<file path="src/hw/rtl/flp_pkg.sv">
package flp_pkg;

	localparam int QUEUE_DEPTH = 4;

	localparam logic [1:0] OP_BEGIN  = 2'd0;
	localparam logic [1:0] OP_DATA   = 2'd1;
	localparam logic [1:0] OP_FINISH = 2'd2;

	localparam logic KIND_CMD    = 1'b0;
	localparam logic KIND_STATUS = 1'b1;

	localparam logic [7:0]  CMD_PROGRAM_LONGWORD = 8'h06;
	localparam logic [7:0]  FILL_BYTE            = 8'hFF;
	localparam logic [23:0] LONGWORD_BYTES       = 24'd4;

	typedef struct packed {
		logic [1:0]  op;
		logic [23:0] start_address;
		logic [7:0]  data_byte;
		logic        last_byte;
		logic        flash_error;
	} req_t;

	typedef struct packed {
		logic        kind;
		logic [7:0]  command_code;
		logic [23:0] flash_address;
		logic [31:0] data_word;
		logic        status;
		logic        last;
	} rsp_t;

	// one queue entry: what a single request word leaves for the back end
	typedef struct packed {
		logic        cmd_v;
		logic        stat_v;
		logic [23:0] addr;
		logic [31:0] data;
		logic        failed;
	} act_t;

	typedef struct packed {
		logic push;
		logic full;
	} qwr_t;

	typedef struct packed {
		logic pop;
		logic empty;
	} qrd_t;

endpackage

</file>
<file path="src/hw/rtl/flp_front.sv">
module flp_front
	import flp_pkg::*;
(
	input  logic clk,
	input  logic arst_n,
	input  logic req_valid,
	output logic req_stall,
	input  req_t req,
	input  logic full,
	output qwr_t qwr,
	output act_t act
);

	logic [23:0] word_address_q;
	logic [1:0]  lane_q;
	logic [31:0] buf_q;
	logic        failed_q;

	logic        accept;
	logic        failed_n;
	logic [31:0] buf_ins;
	logic [1:0]  lane_inc;
	logic        flush;
	logic        emit_status;

	assign req_stall = full;
	assign accept    = req_valid && !full;
	assign failed_n  = failed_q | req.flash_error;
	assign lane_inc  = lane_q + 2'd1;

	always_comb begin
		for (int i = 0; i < 4; i++) begin
			buf_ins[8*i +: 8] = (lane_q == 2'(i)) ? req.data_byte : buf_q[8*i +: 8];
		end
	end

	always_comb begin
		flush       = 1'b0;
		emit_status = 1'b0;
		case (req.op)
			OP_DATA: begin
				flush       = (lane_inc == 2'd0) || req.last_byte;
				emit_status = req.last_byte;
			end
			OP_FINISH: begin
				flush       = (lane_q != 2'd0);
				emit_status = 1'b1;
			end
			default: begin
				flush       = 1'b0;
				emit_status = 1'b0;
			end
		endcase
	end

	always_comb begin
		act.cmd_v  = flush && !failed_n;
		act.stat_v = emit_status;
		act.addr   = word_address_q;
		act.data   = (req.op == OP_DATA) ? buf_ins : buf_q;
		act.failed = failed_n;
	end

	assign qwr.push = accept && (act.cmd_v || act.stat_v);
	assign qwr.full = full;

	always_ff @(posedge clk or negedge arst_n) begin
		if (!arst_n) begin
			word_address_q <= '0;
			lane_q         <= '0;
			buf_q          <= '1;
			failed_q       <= 1'b0;
		end else if (accept) begin
			case (req.op)
				OP_BEGIN: begin
					word_address_q <= {req.start_address[23:2], 2'b00};
					lane_q         <= req.start_address[1:0];
					buf_q          <= '1;
					failed_q       <= 1'b0;
				end
				OP_DATA, OP_FINISH: begin
					if (flush) begin
						word_address_q <= word_address_q + LONGWORD_BYTES;
						buf_q          <= {4{FILL_BYTE}};
						lane_q         <= 2'd0;
					end else if (req.op == OP_DATA) begin
						buf_q  <= buf_ins;
						lane_q <= lane_inc;
					end
					// sticky until the status goes out
					failed_q <= emit_status ? 1'b0 : failed_n;
				end
				default: begin
					failed_q <= failed_q;
				end
			endcase
		end
	end

endmodule

</file>
<file path="src/hw/rtl/flp_queue.sv">
module flp_queue
	import flp_pkg::*;
#(
	parameter int Depth = QUEUE_DEPTH
) (
	input  logic clk,
	input  logic arst_n,
	input  logic push,
	input  act_t wdata,
	output logic full,
	input  logic pop,
	output logic empty,
	output act_t head
);

	localparam int PtrW = (Depth > 1) ? $clog2(Depth) : 1;
	localparam int CntW = $clog2(Depth + 1);

	act_t            mem_q [Depth];
	logic [PtrW-1:0] wr_ptr_q;
	logic [PtrW-1:0] rd_ptr_q;
	logic [CntW-1:0] count_q;

	assign full  = (count_q == CntW'(Depth));
	assign empty = (count_q == '0);
	assign head  = mem_q[rd_ptr_q];

	always_ff @(posedge clk) begin
		if (push) begin
			mem_q[wr_ptr_q] <= wdata;
		end
	end

	always_ff @(posedge clk or negedge arst_n) begin
		if (!arst_n) begin
			wr_ptr_q <= '0;
			rd_ptr_q <= '0;
			count_q  <= '0;
		end else begin
			if (push) begin
				wr_ptr_q <= (wr_ptr_q == PtrW'(Depth - 1)) ? '0 : wr_ptr_q + PtrW'(1);
			end
			if (pop) begin
				rd_ptr_q <= (rd_ptr_q == PtrW'(Depth - 1)) ? '0 : rd_ptr_q + PtrW'(1);
			end
			case ({push, pop})
				2'b10:   count_q <= count_q + CntW'(1);
				2'b01:   count_q <= count_q - CntW'(1);
				default: count_q <= count_q;
			endcase
		end
	end

`ifndef SYNTH
	a_no_push_full: assert property (@(posedge clk) disable iff (!arst_n)
		push |-> !full) else $error("push into full queue");
	a_no_pop_empty: assert property (@(posedge clk) disable iff (!arst_n)
		pop |-> !empty) else $error("pop from empty queue");
	a_count_bound: assert property (@(posedge clk) disable iff (!arst_n)
		count_q <= CntW'(Depth)) else $error("queue count overrun");
	a_entry_useful: assert property (@(posedge clk) disable iff (!arst_n)
		push |-> (wdata.cmd_v || wdata.stat_v)) else $error("empty action queued");
`endif

endmodule

</file>
<file path="src/hw/rtl/flp_back.sv">
module flp_back
	import flp_pkg::*;
(
	input  logic clk,
	input  logic arst_n,
	input  act_t head,
	output qrd_t qrd,
	input  logic empty,
	output logic rsp_valid,
	input  logic rsp_stall,
	output rsp_t rsp
);

	logic rsp_valid_q;
	rsp_t rsp_q;
	logic phase_q; // command of a two-result entry already sent
	logic load;
	logic send_cmd;

	assign load      = !empty && (!rsp_valid_q || !rsp_stall);
	assign send_cmd  = !phase_q && head.cmd_v;
	assign qrd.pop   = load && (!send_cmd || !head.stat_v);
	assign qrd.empty = empty;
	assign rsp_valid = rsp_valid_q;
	assign rsp       = rsp_q;

	always_ff @(posedge clk or negedge arst_n) begin
		if (!arst_n) begin
			rsp_valid_q <= 1'b0;
			rsp_q       <= '0;
			phase_q     <= 1'b0;
		end else if (load) begin
			rsp_valid_q <= 1'b1;
			if (send_cmd) begin
				rsp_q.kind          <= KIND_CMD;
				rsp_q.command_code  <= CMD_PROGRAM_LONGWORD;
				rsp_q.flash_address <= head.addr;
				rsp_q.data_word     <= head.data;
				rsp_q.status        <= 1'b0;
				rsp_q.last          <= 1'b0;
				phase_q             <= head.stat_v;
			end else begin
				rsp_q.kind          <= KIND_STATUS;
				rsp_q.command_code  <= '0;
				rsp_q.flash_address <= '0;
				rsp_q.data_word     <= '0;
				rsp_q.status        <= head.failed;
				rsp_q.last          <= 1'b1;
				phase_q             <= 1'b0;
			end
		end else if (!rsp_stall) begin
			rsp_valid_q <= 1'b0;
		end
	end

endmodule

</file>
<file path="src/hw/rtl/flash_longword_program_packer.sv">
// channel  dir  handshake            word
// req      in   req_valid/req_stall  req_t: op, start_address, data_byte, last_byte, flash_error
// rsp      out  rsp_valid/rsp_stall  rsp_t: kind, command_code, flash_address, data_word, status, last
//
// One request word per cycle is taken while the action queue has room.
// A word that yields a command and a status holds the single output register for both results in turn,
// so the back end takes no new entry until both are sent; other entries go out one per cycle while rsp_stall is low.
// A result is registered in the action queue and then in the output register after its request word is taken.
// arst_n clears the packing state, queue pointers and output valid; no clearing pass.
// req_stall is high exactly when the action queue is full.
module flash_longword_program_packer
	import flp_pkg::*;
#(
	parameter int QDepth = QUEUE_DEPTH
) (
	input  logic clk,
	input  logic arst_n,
	input  logic req_valid,
	output logic req_stall,
	input  req_t req,
	output logic rsp_valid,
	input  logic rsp_stall,
	output rsp_t rsp
);

	qwr_t qwr;
	qrd_t qrd;
	act_t act;
	act_t head;
	logic full;
	logic empty;

	flp_front u_front (
		.clk       (clk),
		.arst_n    (arst_n),
		.req_valid (req_valid),
		.req_stall (req_stall),
		.req       (req),
		.full      (full),
		.qwr       (qwr),
		.act       (act)
	);

	flp_queue #(
		.Depth (QDepth)
	) u_queue (
		.clk    (clk),
		.arst_n (arst_n),
		.push   (qwr.push),
		.wdata  (act),
		.full   (full),
		.pop    (qrd.pop),
		.empty  (empty),
		.head   (head)
	);

	flp_back u_back (
		.clk       (clk),
		.arst_n    (arst_n),
		.head      (head),
		.qrd       (qrd),
		.empty     (empty),
		.rsp_valid (rsp_valid),
		.rsp_stall (rsp_stall),
		.rsp       (rsp)
	);

endmodule
</file>
<file path="config.mk">
export PLATFORM = sky130hd
export DESIGN_NAME = flash_longword_program_packer
export DESIGN_NICKNAME = d
export VERILOG_FILES = /design/src/hw/rtl/flp_pkg.sv /design/src/hw/rtl/flp_front.sv /design/src/hw/rtl/flp_queue.sv /design/src/hw/rtl/flp_back.sv /design/src/hw/rtl/flash_longword_program_packer.sv
export SDC_FILE = /design/constraint.sdc
export NUM_CORES = 1
export LEC_CHECK = 0
export BUFFER_PORTS_ARGS = -buffer_cell sky130_fd_sc_hd__clkbuf_2
export CAP_MARGIN = 20
export CORE_UTILIZATION = 50
export CTS_CLUSTER_DIAMETER = 80
export DETAILED_ROUTE_END_ITERATION = 8
export MAX_ROUTING_LAYER = met4
export PLACE_DENSITY_LB_ADDON = 0.25
export RECOVER_POWER = 50
export SLEW_MARGIN = 0
export SYNTH_ARGS = -nofsm -noshare
export SYNTH_HDL_FRONTEND = slang
export SYNTH_SLANG_ARGS = --single-unit
</file>
<file path="constraint.sdc">
create_clock -name clk -period 4.65 [get_ports clk]
set_input_delay 0 -clock clk [delete_from_list [all_inputs] [get_ports clk]]
set_output_delay 0 -clock clk [all_outputs]
set_load 0.05 [all_outputs]
</file>
; ---- Yosys cells after proc, flatten, opt, wreduce, memory -nomap -nowiden
; Memory sizes are Yosys's and may differ from the RTL's.
; Index checks and enable logic that the tools add are counted.
[op_classes]
n_addsub = 6
eq_ne = 13
reduce_logical = 29
mux = 25
n_bitwise = 1
[ops]
columns = op, n
row1 = 2-to-1 mux 67 bit, 1
row2 = 2-to-1 mux 32 bit, 2
row3 = case mux 32 bit (2 select lines), 1
row4 = case mux 24 bit (2 select lines), 1
row5 = 2-to-1 mux 8 bit, 4
row6 = adder 24 x 3 -> 24 bit (second input constant), 1
row7 = 2-to-1 mux 24 bit, 1
row8 = == test 2 bit (second input constant), 6
row9 = logical NOT 1 bit, 8
row10 = 2-to-1 mux 2 bit, 4
row11 = adder 2 x 1 -> 2 bit (second input constant), 3
row12 = == test 2 x 1 -> 1 bit (second input constant), 3
row13 = logical AND 1 bit, 6
row14 = logical NOT 2 bit, 3
row15 = 2-to-1 mux 1 bit, 6
row16 = case mux 1 bit (2 select lines), 3
row17 = case mux 3 bit (2 select lines), 1
row18 = AND reduction 3 bit, 2
row19 = nonzero test 2 bit, 3
row20 = logical OR 1 bit, 4
row21 = != test 2 x 1 -> 1 bit (second input constant), 2
row22 = case mux 2 bit (2 select lines), 1
row23 = adder 3 x 1 -> 3 bit (second input constant), 1
row24 = == test 3 bit (second input constant), 1
row25 = 6 further kinds, 6
[word_totals]
memories = 1
out_inout_bits = 69
ramBits = 236
register_bits = 135
[mem_list]
columns = name, depth, width, rd, rd_ports_with_merged_regs, wr, line_no
row1 = u_queue.mem_q, 4, 59, 1, 0, 1, flp_queue.sv:19  ; act_t mem_q [Depth];

; ---- Logic depth before layout (Yosys ltp)
; Gate-level depths: netlist of the first run.
[depth]
depth_word = 9
mapped_depth = 14

; ---- By module
; From an unflattened synthesis of the first run, not the netlist that was laid out.
[unflattened]
cells_unflattened = 956
hier_area_um2 = 14938.1
[modules_own_cells]
columns = mod, seq_area_each_um2, instances, area_each_um2, cells_per_inst
row1 = flp_queue, 7262.0, 1, 8999.9, 347
row2 = flp_front, 1466.4, 1, 3405.8, 333
row3 = flp_back, 1526.5, 1, 2532.4, 276

; ---- Worst setup path after synthesis of the first run
; No wires, ideal clock.
[synth_timing]
path_kind = reg-to-reg
from = register u_front.lane_q[0]
to = memory u_queue.mem_q[0][0] in the netlist's numbering (enable)
setup_slack_ns = 1.557
stages_incl_launch_ff = 8
arrival_ns = 2.672
setup_time_ns = 0.421
synth_period_minus_slack_ns = 3.093
cell_sequence = dfrtp_1 -> inv_1 -> ha_1 -> nand2b_1 -> nand2_1 -> nand2b_1 -> a21oi_1 -> and2_1
[synth_via]
elab_chain_len = 9
elab_cells_between_ends = 10
classes_between = add/sub (1) / mux (3) / reduce/logical (6)
[synth_lines]
columns = item, line_no
row1 = from (decl), flp_front.sv:15  ; logic [1:0] lane_q;
row2 = from (signal assigned), flp_front.sv:77  ; lane_q <= req.start_address[1:0];
row3 = from (signal assigned), flp_front.sv:88  ; lane_q <= lane_inc;
row4 = adder 2 x 1 -> 2 bit, flp_front.sv:29  ; assign lane_inc = lane_q + 2'd1;
row5 = logical NOT 2 bit, flp_front.sv:42  ; flush = (lane_inc == 2'd0) || req.last_byte;
row6 = logical OR 1 bit, flp_front.sv:42
row7 = case mux 1 bit (2 select lines) *, flp_front.sv:40  ; case (req.op)
row8 = logical AND 1 bit *, flp_front.sv:57  ; act.cmd_v = flush && !failed_n;
row9 = logical OR 1 bit *, flp_front.sv:64  ; assign qwr.push = accept && (act.cmd_v || act.stat_v);
row10 = logical AND 1 bit *, flp_front.sv:64
row11 = 2-to-1 mux 1 bit *, flp_queue.sv:29  ; if (push) begin
row12 = 2-to-1 mux 1 bit (not written as such) *, flp_queue.sv:30  ; mem_q[wr_ptr_q] <= wdata;
row13 = to (decl), flp_queue.sv:19
; Every way passes the cells marked *; elsewhere a longest branch is shown, timed or not.

; ---- Final worst setup path of the first run
[layout_timing]
from = input port req[34] in the netlist's numbering
to = register u_front.word_address_q[12]
[layout_via]
elab_chain_len = 4
elab_cells_between_ends = 9
classes_between = eq/ne (3) / mux (2) / reduce/logical (4)
[layout_lines]
columns = item, line_no
row1 = from (decl), flash_longword_program_packer.sv:20  ; input req_t req,
row2 = == test 2 bit or == test 2 x 1 -> 1 bit (tied branches), "flp_front.sv:40, flp_front.sv:74"
row3 = case mux 1 bit (2 select lines) or OR reduction 2 bit (tied branches), "flp_front.sv:40, flp_front.sv:74"
row4 = != test 2 x 1 -> 1 bit (no source line) or nonzero test 2 bit (tied branches), --
row5 = AND reduction 3 bit (no source line), --
row6 = to (signal assigned), flp_front.sv:76  ; word_address_q <= {req.start_address[23:2], 2'b00};
row7 = to (signal assigned), flp_front.sv:83  ; word_address_q <= word_address_q + LONGWORD_BYTES;
row8 = to (decl), flp_front.sv:14  ; logic [23:0] word_address_q;
; Parallel ways exist; a longest one is shown, timed or not.
; A chain may end at the register's enable or synchronous reset.

==> impl_metrics.yaml, run 1 <==
detailed_routing:
  wl_met2_um: 14980
  postRouteAntennaNets: 0
  wl_met1_um: 13140
  drc: 0
  drtPass1Iterations: 4
  num_vias: 7944
  dr.first_iter.drc_count: 589
  wire_per_inst_um: 21.39
  dr.max_layer_used: "met4"
  viasPerCell: 5.642
  wl_um: 30120
  wl_met3_um: 1237
floorplanning:
  die_w_um: 170.5
  core_area_um2: 27860
  die_y_um: 170.5
  ios: 109
  dieArea_um2: 29060
  start_util_pct: 50.94
  std_cell_rows: 61
synth:
  async_flop_share_pct: 35.04
  yosysUniqueCellTypes: 52
  seq_area_frac_synth_pct: 70.22
  synth_seq_cells: 351
  synth_flop_cell: "edfxtp_1"
  synth_area_um2: 14190
  yosys-top-cells-area: "edfxtp_1 48%, dfrtp_1 16%, mux4_2 9.0%, dfstp_2 5.9%, a22o_1 3.4%"
  synthCells: 864
  synth-edff-count: 228
  yosys.area.top_type: "edfxtp_1"
  yosysMostFrequentCell: "edfxtp_1"
  netlist.area_leader.share_pct: 48.25
  yosysWarnings: 0
  synth_common_cells: "228 x edfxtp_1, 91 x dfrtp_1, 77 x nor2_1"
  synth.avg_cell_area_um2: 16.42
power_and_ir_drop:
  internal-power_mw: 6.742
  switchingPower_mw: 3.478
  p_leak_nw: 5.890
  powerDensity_nw_per_um2: 617.7
  ir_worst_vdd_mv: 0.4258
  seqPwrFrac_pct: 42.6
  clkPwrFrac_pct: 29.3
  p_comb_share_pct: 28.1
  netSwitchingFraction_pct: 34.03
global_routing:
  grt_pass1_wl_um: 46600
  grt_use_total_pct: 22.25
  antenna_found_initial: 0
  grt_start_max_net_pins: 95
  grt_overflow: 0
  grt_pass1_vias: 7932
timing:
  rsz0062_at_grt: "no"
  skew_ns: 0.01617
  timing.fmax_mhz: 333.1
  finalSetupViolations: 0
  hold_violations: 0
  post-route-min-period_ns: 3.002
  worstMarginPinSlew_ns: 2.447
  maxSlewHeadroom_pct: -63.13
  post-route-period-util_pct: 64.57
  drv_slew: 95
  fin_tns_setup_ns: 0
placed_design:
  io_buffers: 100
  dp_hpwl_um: 18110
  dpl_cell_area_um2: 15060
  gp_congestion: 0.8481
status:
  status: "complete, but fails checks"
  violations: "capacitance limit, slew limit"
worst_setup_path:
  required_ns: 5.06
  worstPathMaxFanout: 26
  path_class: "in2reg"
  startpoint_type: "input pin"
  crit_path_end_kind: "register"
  critical_path_arrival_ns: 3.41
cts:
  clock_sinks: 351
  cts_tree: "done"
  clkTransAtPathRegs_ns: 0.06
  numCtsBuffers: 38
  post_cts_resized: 0
  htree_num_levels: 2
  clk_latency_ns: 0.52
  cts_buffer_depth: 3
  cts_root_buf: "clkbuf_16"
final_layout:
  n_antenna_cell: 0
  syn_to_final_growth_pct: 16.58
  stdcell_area_um2: 16540
  drive_gt1_share_pct: 22.52
  final_nets: 1057
  fillers: 2086
min_path:
  hp-class: "in2reg"
flow_run:
  max_cap_viol_count: 1
sequential cells by signal, summed over array words and instances, names as in the netlist, 2 cells and up:
signal,count
u_back.rsp,57
u_queue.count_q,3
u_queue.rd_ptr_q,2
u_front.lane_q,2
u_queue.wr_ptr_q,2
u_front.word_address_q,22
u_front.buf_q,32
u_queue.mem_q,228
kinds of logic after synthesis:
family	share of synthesized area, %
other	0.02642
XOR/XNOR	0.1852
multiplexers	12.63
AO/OA/AOI/OAI	7.539
AND/OR/NAND/NOR	5.272
buffers and inverters	2.671
flip-flops	70.22
adder cells (fa/ha/maj)	1.464
metrics by stage:
| stage | setup slack, ns | total power, mW | hold slack (ns) | cells | util, % |
|---|---|---|---|---|---|
| CTS | 1.717 | 10.36 | 0.01109 | 1407 | 59.63 |
| detailed placement | 1.739 | 7.340 | 0.1702 | 1308 | 54.07 |
| finish | 1.648 | 10.22 | 0.01033 | 1408 | 59.38 |
| global placement | 1.828 | 7.274 | 0.1662 | 1307 | 54.00 |
| global route | 1.362 | 10.69 | 0.03553 | 1408 | 59.38 |
| floorplan | 1.557 | 6.580 | -0.2956 | 871 | - |
power by group through the flow:
stage | combinational, mW | sequential (mW) | clock, mW
finish | 2.87 | 4.36 | 3.00
global route | 3.09 | 4.43 | 3.17
CTS | 2.96 | 4.36 | 3.05
detailed placement | 2.92 | 4.42 | 0
global placement | 2.88 | 4.40 | 0
floorplan | 1.71 | 4.87 | 0
final timing paths:
check | from | endpoint | slack [ns] | cells after the start
worst max-delay path | req[34] | u_front.word_address_q[12] | 1.65 | 8
min in group asynchronous | arst_n | u_back.rsp[24] | 0.79 | 2
max in group asynchronous | arst_n | u_queue.rd_ptr_q[0] | 2.31 | 3
worst max register to register | u_front.lane_q[0] | u_queue.mem_q[0][20] | 1.75 | 8
worst min register to register | u_back.rsp_valid | u_back.rsp_valid | 0.50 | 2
worst min-delay path | req[8] | u_queue.mem_q[1][23] | 0.01 | 2
worst max-delay path, stage by stage:
cell and delay [ns]:
clkbuf_1 0.14, inv_1 0.08, ha_1 0.27, clkbuf_1 0.89, nand3_2 0.88, nand2_1 0.76
nor4b_1 0.11, a211o_1 0.28
per-layer routing:
metal | vias to the layer above | global-route usage (%)
li1 | 3601 | -
met1 | 4084 | 29.68
met2 | 210 | 35.48
met3 | 49 | 3.442
met4 | 0 | 6.776
met5 | - | -
layout by cell type (no fill, tap or decap), types with 3 or more instances in the layout:
master / synthesis / layout
edfxtp_1: 228 / 228
dfrtp_1: 91 / 89
nor2_1: 77 / 77
clkbuf_1: 22 / 68
mux4_2: 57 / 57
a22o_1: 55 / 55
a21oi_1: 54 / 54
clkbuf_16: 0 / 39
clkbuf_2: 0 / 38
dfstp_2: 32 / 32
dlygate4sd3_1: 0 / 30
mux2_1: 0 / 24
nand2_1: 22 / 22
nand3_1: 22 / 21
inv_1: 17 / 17
o21ai_0: 16 / 16
ha_1: 15 / 15
mux2_2: 38 / 14
buf_4: 10 / 12
o22ai_1: 10 / 10
nand4_1: 9 / 9
mux2i_1: 8 / 8
conb_1: 1 / 8
clkinv_2: 0 / 8
a22oi_1: 7 / 7
nor3_1: 5 / 5
clkinv_1: 0 / 5
a21o_1: 5 / 4
nand2b_1: 4 / 4
and2_2: 0 / 4
bufinv_16: 0 / 4
buf_12: 0 / 4
clkinvlp_4: 0 / 3
what timing repair did:
action	CTS	global route
setup buffers	0	0
hold endpoints to repair	104	0
hold buffers	30	0
layout make-up:
type,count,area [µm²],share of cell area (%)
multi-input combinational,446,3892,23.53
sequential,351,9970,60.26
tap,378,473.0,2.859
clock inverter,24,239.0,1.445
timing repair buffer,147,897.1,5.423
inverter,17,63.81,0.3857
clock buffer,45,1008,6.096
(Power assumes the default switching activity.)
==> inputs of run 2 (changes only) <==
Clock period 4.65 ns to 2.8 ns, I/O delays scaled along.
==> impl_metrics.yaml, run 2 (synthesis results as in run 1) <==
status:
  status: "complete, but fails checks"
  violations: "capacitance limit, slew limit"
placed_design:
  io_buffers: 100
  dpl_cell_area_um2: 15220
  dp_hpwl_um: 18210
  place_inst: 1319
  gp_congestion: 0.8392
  post-place-ws_ns: 0.2990
detailed_routing:
  postRouteAntennaNets: 0
  dr.first_iter.drc_count: 637
  viasPerCell: 5.642
  wire_per_inst_um: 20.93
  drc: 0
  drtPass1Iterations: 5
  num_vias: 8011
  wl_um: 29720
floorplanning:
  start_util_pct: 50.94
  dieArea_um2: 29060
  ios: 109
  die_w_um: 170.5
  core_area_um2: 27860
  die_y_um: 170.5
  std_cell_rows: 61
cts:
  clk_latency_ns: 0.53
  cts_tree: "done"
  cts_setup_buffers: 0
  clock_sinks: 351
  cts_root_buf: "clkbuf_16"
  cts_buffer_depth: 3
  htree_num_levels: 2
  numCtsBuffers: 37
  clkTransAtPathRegs_ns: 0.06
worst_setup_path:
  reg2regPathDepth: 12
  path_class: "reg2reg"
  critical_path_arrival_ns: 2.97
  startpoint_type: "register"
  crit_path_end_kind: "register"
  r2r_start: "u_front.lane_q[0]"
  required_ns: 3.26
  worstPathMaxFanout: 7
  rrSetupSlack_ns: 0.28
  regToRegEndpoint: "u_queue.count_q[2]"
timing:
  timing.fmax_mhz: 397.4
  hold_violations: 0
  holdWs_ns: 0.01698
  setup_ws_ns: 0.2836
  post-route-min-period_ns: 2.516
  drv_slew: 77
  finalSetupViolations: 0
  worstMarginPinSlew_ns: 2.164
  skew_ns: 0.01982
  fin_tns_setup_ns: 0
  post-route-period-util_pct: 89.87
  maxSlewHeadroom_pct: -44.28
  rsz0062_at_grt: "no"
global_routing:
  grt_pass1_vias: 7962
  grt_pass1_wl_um: 46700
  grt_start_max_net_pins: 78
  antenna_found_initial: 0
  grt_use_total_pct: 22.22
  grt_overflow: 0
final_layout:
  drive_gt1_share_pct: 22.94
  largest_reg_flops: 228
  final_util_pct: 59.93
  most-common-layout-cells: "228 x edfxtp_1, 89 x dfrtp_1, 77 x nor2_1, 72 x clkbuf_1, 57 x mux4_2"
  n_antenna_cell: 0
  final_common_cell: "edfxtp_1"
  regMostFlops: "u_queue.mem_q"
  syn_to_final_growth_pct: 17.64
  fillers: 2092
  stdcell_area_um2: 16690
  final_nets: 1069
  final_cells: 1420
power_and_ir_drop:
  finalPower_mw: 16.92
  powerDensity_nw_per_um2: 1013
  ir_worst_vdd_mv: 0.5297
  p_leak_nw: 5.960
flow_run:
  max_cap_viol_count: 1
min_path:
  whs_endpoint: "u_queue.mem_q[3][18]"
  hold_depth: 2
  hp-class: "in2reg"
  min_from: "req[3]"
-- run 2: worst max path at each step --
stage                                    from            endpoint  slack (ns)  cells past startpoint
after floorplan            u_queue.count_q[1]  u_queue.count_q[2]        0.20                     11
after global placement    u_queue.rd_ptr_q[0]  u_queue.count_q[2]        0.36                     10
after detailed placement  u_queue.rd_ptr_q[0]  u_queue.count_q[2]        0.30                     10
after CTS                   u_front.lane_q[0]  u_queue.count_q[2]        0.31                     12
after global routing        u_front.lane_q[0]  u_queue.count_q[2]        0.10                     12
final                       u_front.lane_q[0]  u_queue.count_q[2]        0.28                     12
-- run 2: final cells by class --
cell class                 count  area [µm²]  area share [%]
timing repair buffer         160        1066           6.385
multi-input combinational    446        3892           23.32
sequential                   351        9970           59.72
clock buffer                  52        1044           6.250
tap                          378       473.0           2.833
inverter                      17       63.81          0.3822
clock inverter                16       186.4           1.117
-- run 2: timing repair --
action	CTS	global route
hold buffers	33	0
endpoints found under the hold margin	144	0
resized for setup	0	0
-- run 2: critical path: stages, from the launching register on --
cell and delay (ns):
dfrtp_1 0.40, ha_1 0.23, o21ai_0 0.31, nand2_1 0.17, nand2b_1 0.10, a21oi_1 0.15, inv_1 0.09, ha_1 0.17
inv_1 0.06, fa_1 0.37, xor2_1 0.15, nor2_1 0.11, xor2_1 0.15
-- run 2: layer usage --
layer	part of all wire [%]	global-route usage [%]	vias up
li1	-	-	3633
met5	0	-	-
met3	5.1	2.674	44
met4	1.9	6.306	0
met2	48	34.37	256
met1	45	31.34	4078
-- run 2: power by group --
group	leakage (nW)	switching (mW)	internal, mW	total [mW]
sequential	3.45	0.618	6.50	7.12
combinational	1.91	3.16	1.76	4.92
clock	0.597	1.97	2.91	4.88
==> inputs of run 3 (changes only) <==
Settings changed: GPL_TIMING_DRIVEN set to 0.
==> impl_metrics.yaml, run 3 (synthesis results as in run 1) <==
final_layout:
  final_nets: 1101
  drive_gt1_share_pct: 22.52
  final_common_cell: "edfxtp_1"
  most-common-layout-cells: "228 x edfxtp_1, 91 x clkbuf_1, 91 x dfrtp_1, 77 x nor2_1, 57 x mux4_2"
  largest_reg_flops: 228
  syn_to_final_growth_pct: 18.11
  regMostFlops: "u_queue.mem_q"
  final_util_pct: 60.17
global_routing:
  grt_pass1_wl_um: 46850
  grt_start_max_net_pins: 63
  grt_pass1_vias: 8145
  grt_use_total_pct: 22.29
  antenna_found_initial: 1
  grt_overflow: 0
cts:
  cts_tree: "done"
  cts_setup_buffers: 0
  clkTransAtPathRegs_ns: 0.06
  numCtsBuffers: 36
  cts_buffer_depth: 3
  clk_latency_ns: 0.51
  clock_sinks: 351
  cts_root_buf: "clkbuf_16"
  htree_num_levels: 2
placed_design:
  dp_hpwl_um: 18760
  io_buffers: 100
  gp_congestion: 0.8555
worst_setup_path:
  crit_path_start: "u_front.lane_q[0]"
  reg2regPathDepth: 7
  rrSetupSlack_ns: 0.17
  slowest_delay_ns: 0.80
  critPathBufInv: 1
  startpoint_type: "register"
  regToRegEndpoint: "u_queue.mem_q[0][49]"
  crit_path_end_kind: "register"
  path_depth: 7
  slowest_stage: "and2_4"
  required_ns: 2.92
  path_cells: "inv_1 -> ha_1 -> nand2b_1 -> nand2_1 -> nand2b_1 -> a21oi_4 -> and2_4"
  crit_family: "simple AND/OR/NAND/NOR gates"
  critical_path_arrival_ns: 2.75
  cp_common_cell: "nand2b_1"
  worstPathMaxFanout: 57
  path_class: "reg2reg"
  crit_end: "u_queue.mem_q[0][49]"
  r2r_start: "u_front.lane_q[0]"
detailed_routing:
  wl_met1_um: 13500
  wl_met3_um: 1633
  wl_met2_um: 14370
  postRouteAntennaNets: 0
  num_vias: 8136
  dr.first_iter.drc_count: 644
  wl_um: 30100
  wire_per_inst_um: 20.77
  dr.max_layer_used: "met4"
  drc: 0
  drtPass1Iterations: 5
  viasPerCell: 5.615
timing:
  timing.fmax_mhz: 380.6
  fin_tns_setup_ns: 0
  post-route-period-util_pct: 93.83
  skew_ns: 0.01644
  rsz0062_at_grt: "no"
  hold_violations: 0
  drv_slew: 63
  post-route-min-period_ns: 2.627
  worstMarginPinSlew_ns: 1.663
  maxSlewHeadroom_pct: -10.89
  finalSetupViolations: 0
floorplanning:
  start_util_pct: 50.94
  dieArea_um2: 29060
  std_cell_rows: 61
  core_area_um2: 27860
  ios: 109
  die_y_um: 170.5
  die_w_um: 170.5
power_and_ir_drop:
  ir_worst_vdd_mv: 0.4021
  powerDensity_nw_per_um2: 1025
  finalPower_mw: 17.19
  p_leak_nw: 5.998
status:
  violations: "capacitance limit, slew limit"
  status: "complete, but fails checks"
flow_run:
  max_cap_viol_count: 1
min_path:
  hp-class: "in2reg"
==> run 3: stage by stage <==
stage	hold WS, ns	instance area (µm²)	cells	worst slack, ns
after global placement	0.2147	15200	1349	-0.6353
after floorplan	-0.2956	14220	871	0.1972
after detailed placement	0.03275	15280	1352	-0.1683
after CTS	0.005482	16860	1448	0.06617
after global routing	0.02374	16760	1449	0.02926
final	0.02818	16760	1449	0.1726
==> run 3: how the worst min path moves through the flow <==
stage / start / end / slack [ns] / cells past startpoint
6_report: req[5] / u_queue.mem_q[3][20] / 0.03 / 2
5_1_grt: req[5] / u_queue.mem_q[0][4] / 0.02 / 2
4_1_cts: req[5] / u_queue.mem_q[3][20] / 0.005 / 2
3_5_place_dp: arst_n / u_back.rsp[22] / 0.03 / 1
3_3_place_gp: rsp_stall / u_back.rsp_valid / 0.21 / 3
2_1_floorplan: arst_n / u_back.phase_q / -0.30 / 0
==> run 3: worst register-to-register path: stages, from the launching register on <==
cell and delay (ns):
dfrtp_1 0.38, inv_1 0.10, ha_1 0.21, nand2b_1 0.16
nand2_1 0.14, nand2b_1 0.11, a21oi_4 0.30, and2_4 0.80
==> run 3: power by group <==
group	leakage, nW	total (mW)	internal (mW)	switching [mW]
Sequential	3.45	7.10	6.50	0.606
Clock	0.593	5.00	3.08	1.93
Combinational	1.95	5.08	1.83	3.25
Total	6.00	17.2	11.4	5.78
==> run 3: layout make-up <==
class	count	area, µm²
clock inverter	19	286.5
buffer	57	315.3
clock buffer	44	952.2
inverter	17	63.81
antenna	1	2.502
sequential	351	9965
multi-input combinational	446	3895
tap	378	473.0
fill	2130	11100
timing repair buffer	136	808.3
==> run 3: metal layers <==
layer / global-route usage (%) / vias up
met5: - / -
met4: 5.758 / 0
met3: 3.628 / 44
met2: 34.94 / 248
met1: 30.61 / 4145
li1: - / 3699
==> run 3: repair_timing <==
action / in CTS / in global routing
hold endpoints to repair: 173 / 0
setup endpoints to repair: 148 / 114
pin swaps: 0 / 0
cloned: 0 / 0
gates resized for setup: 1 / 1
hold buffers: 33 / 0
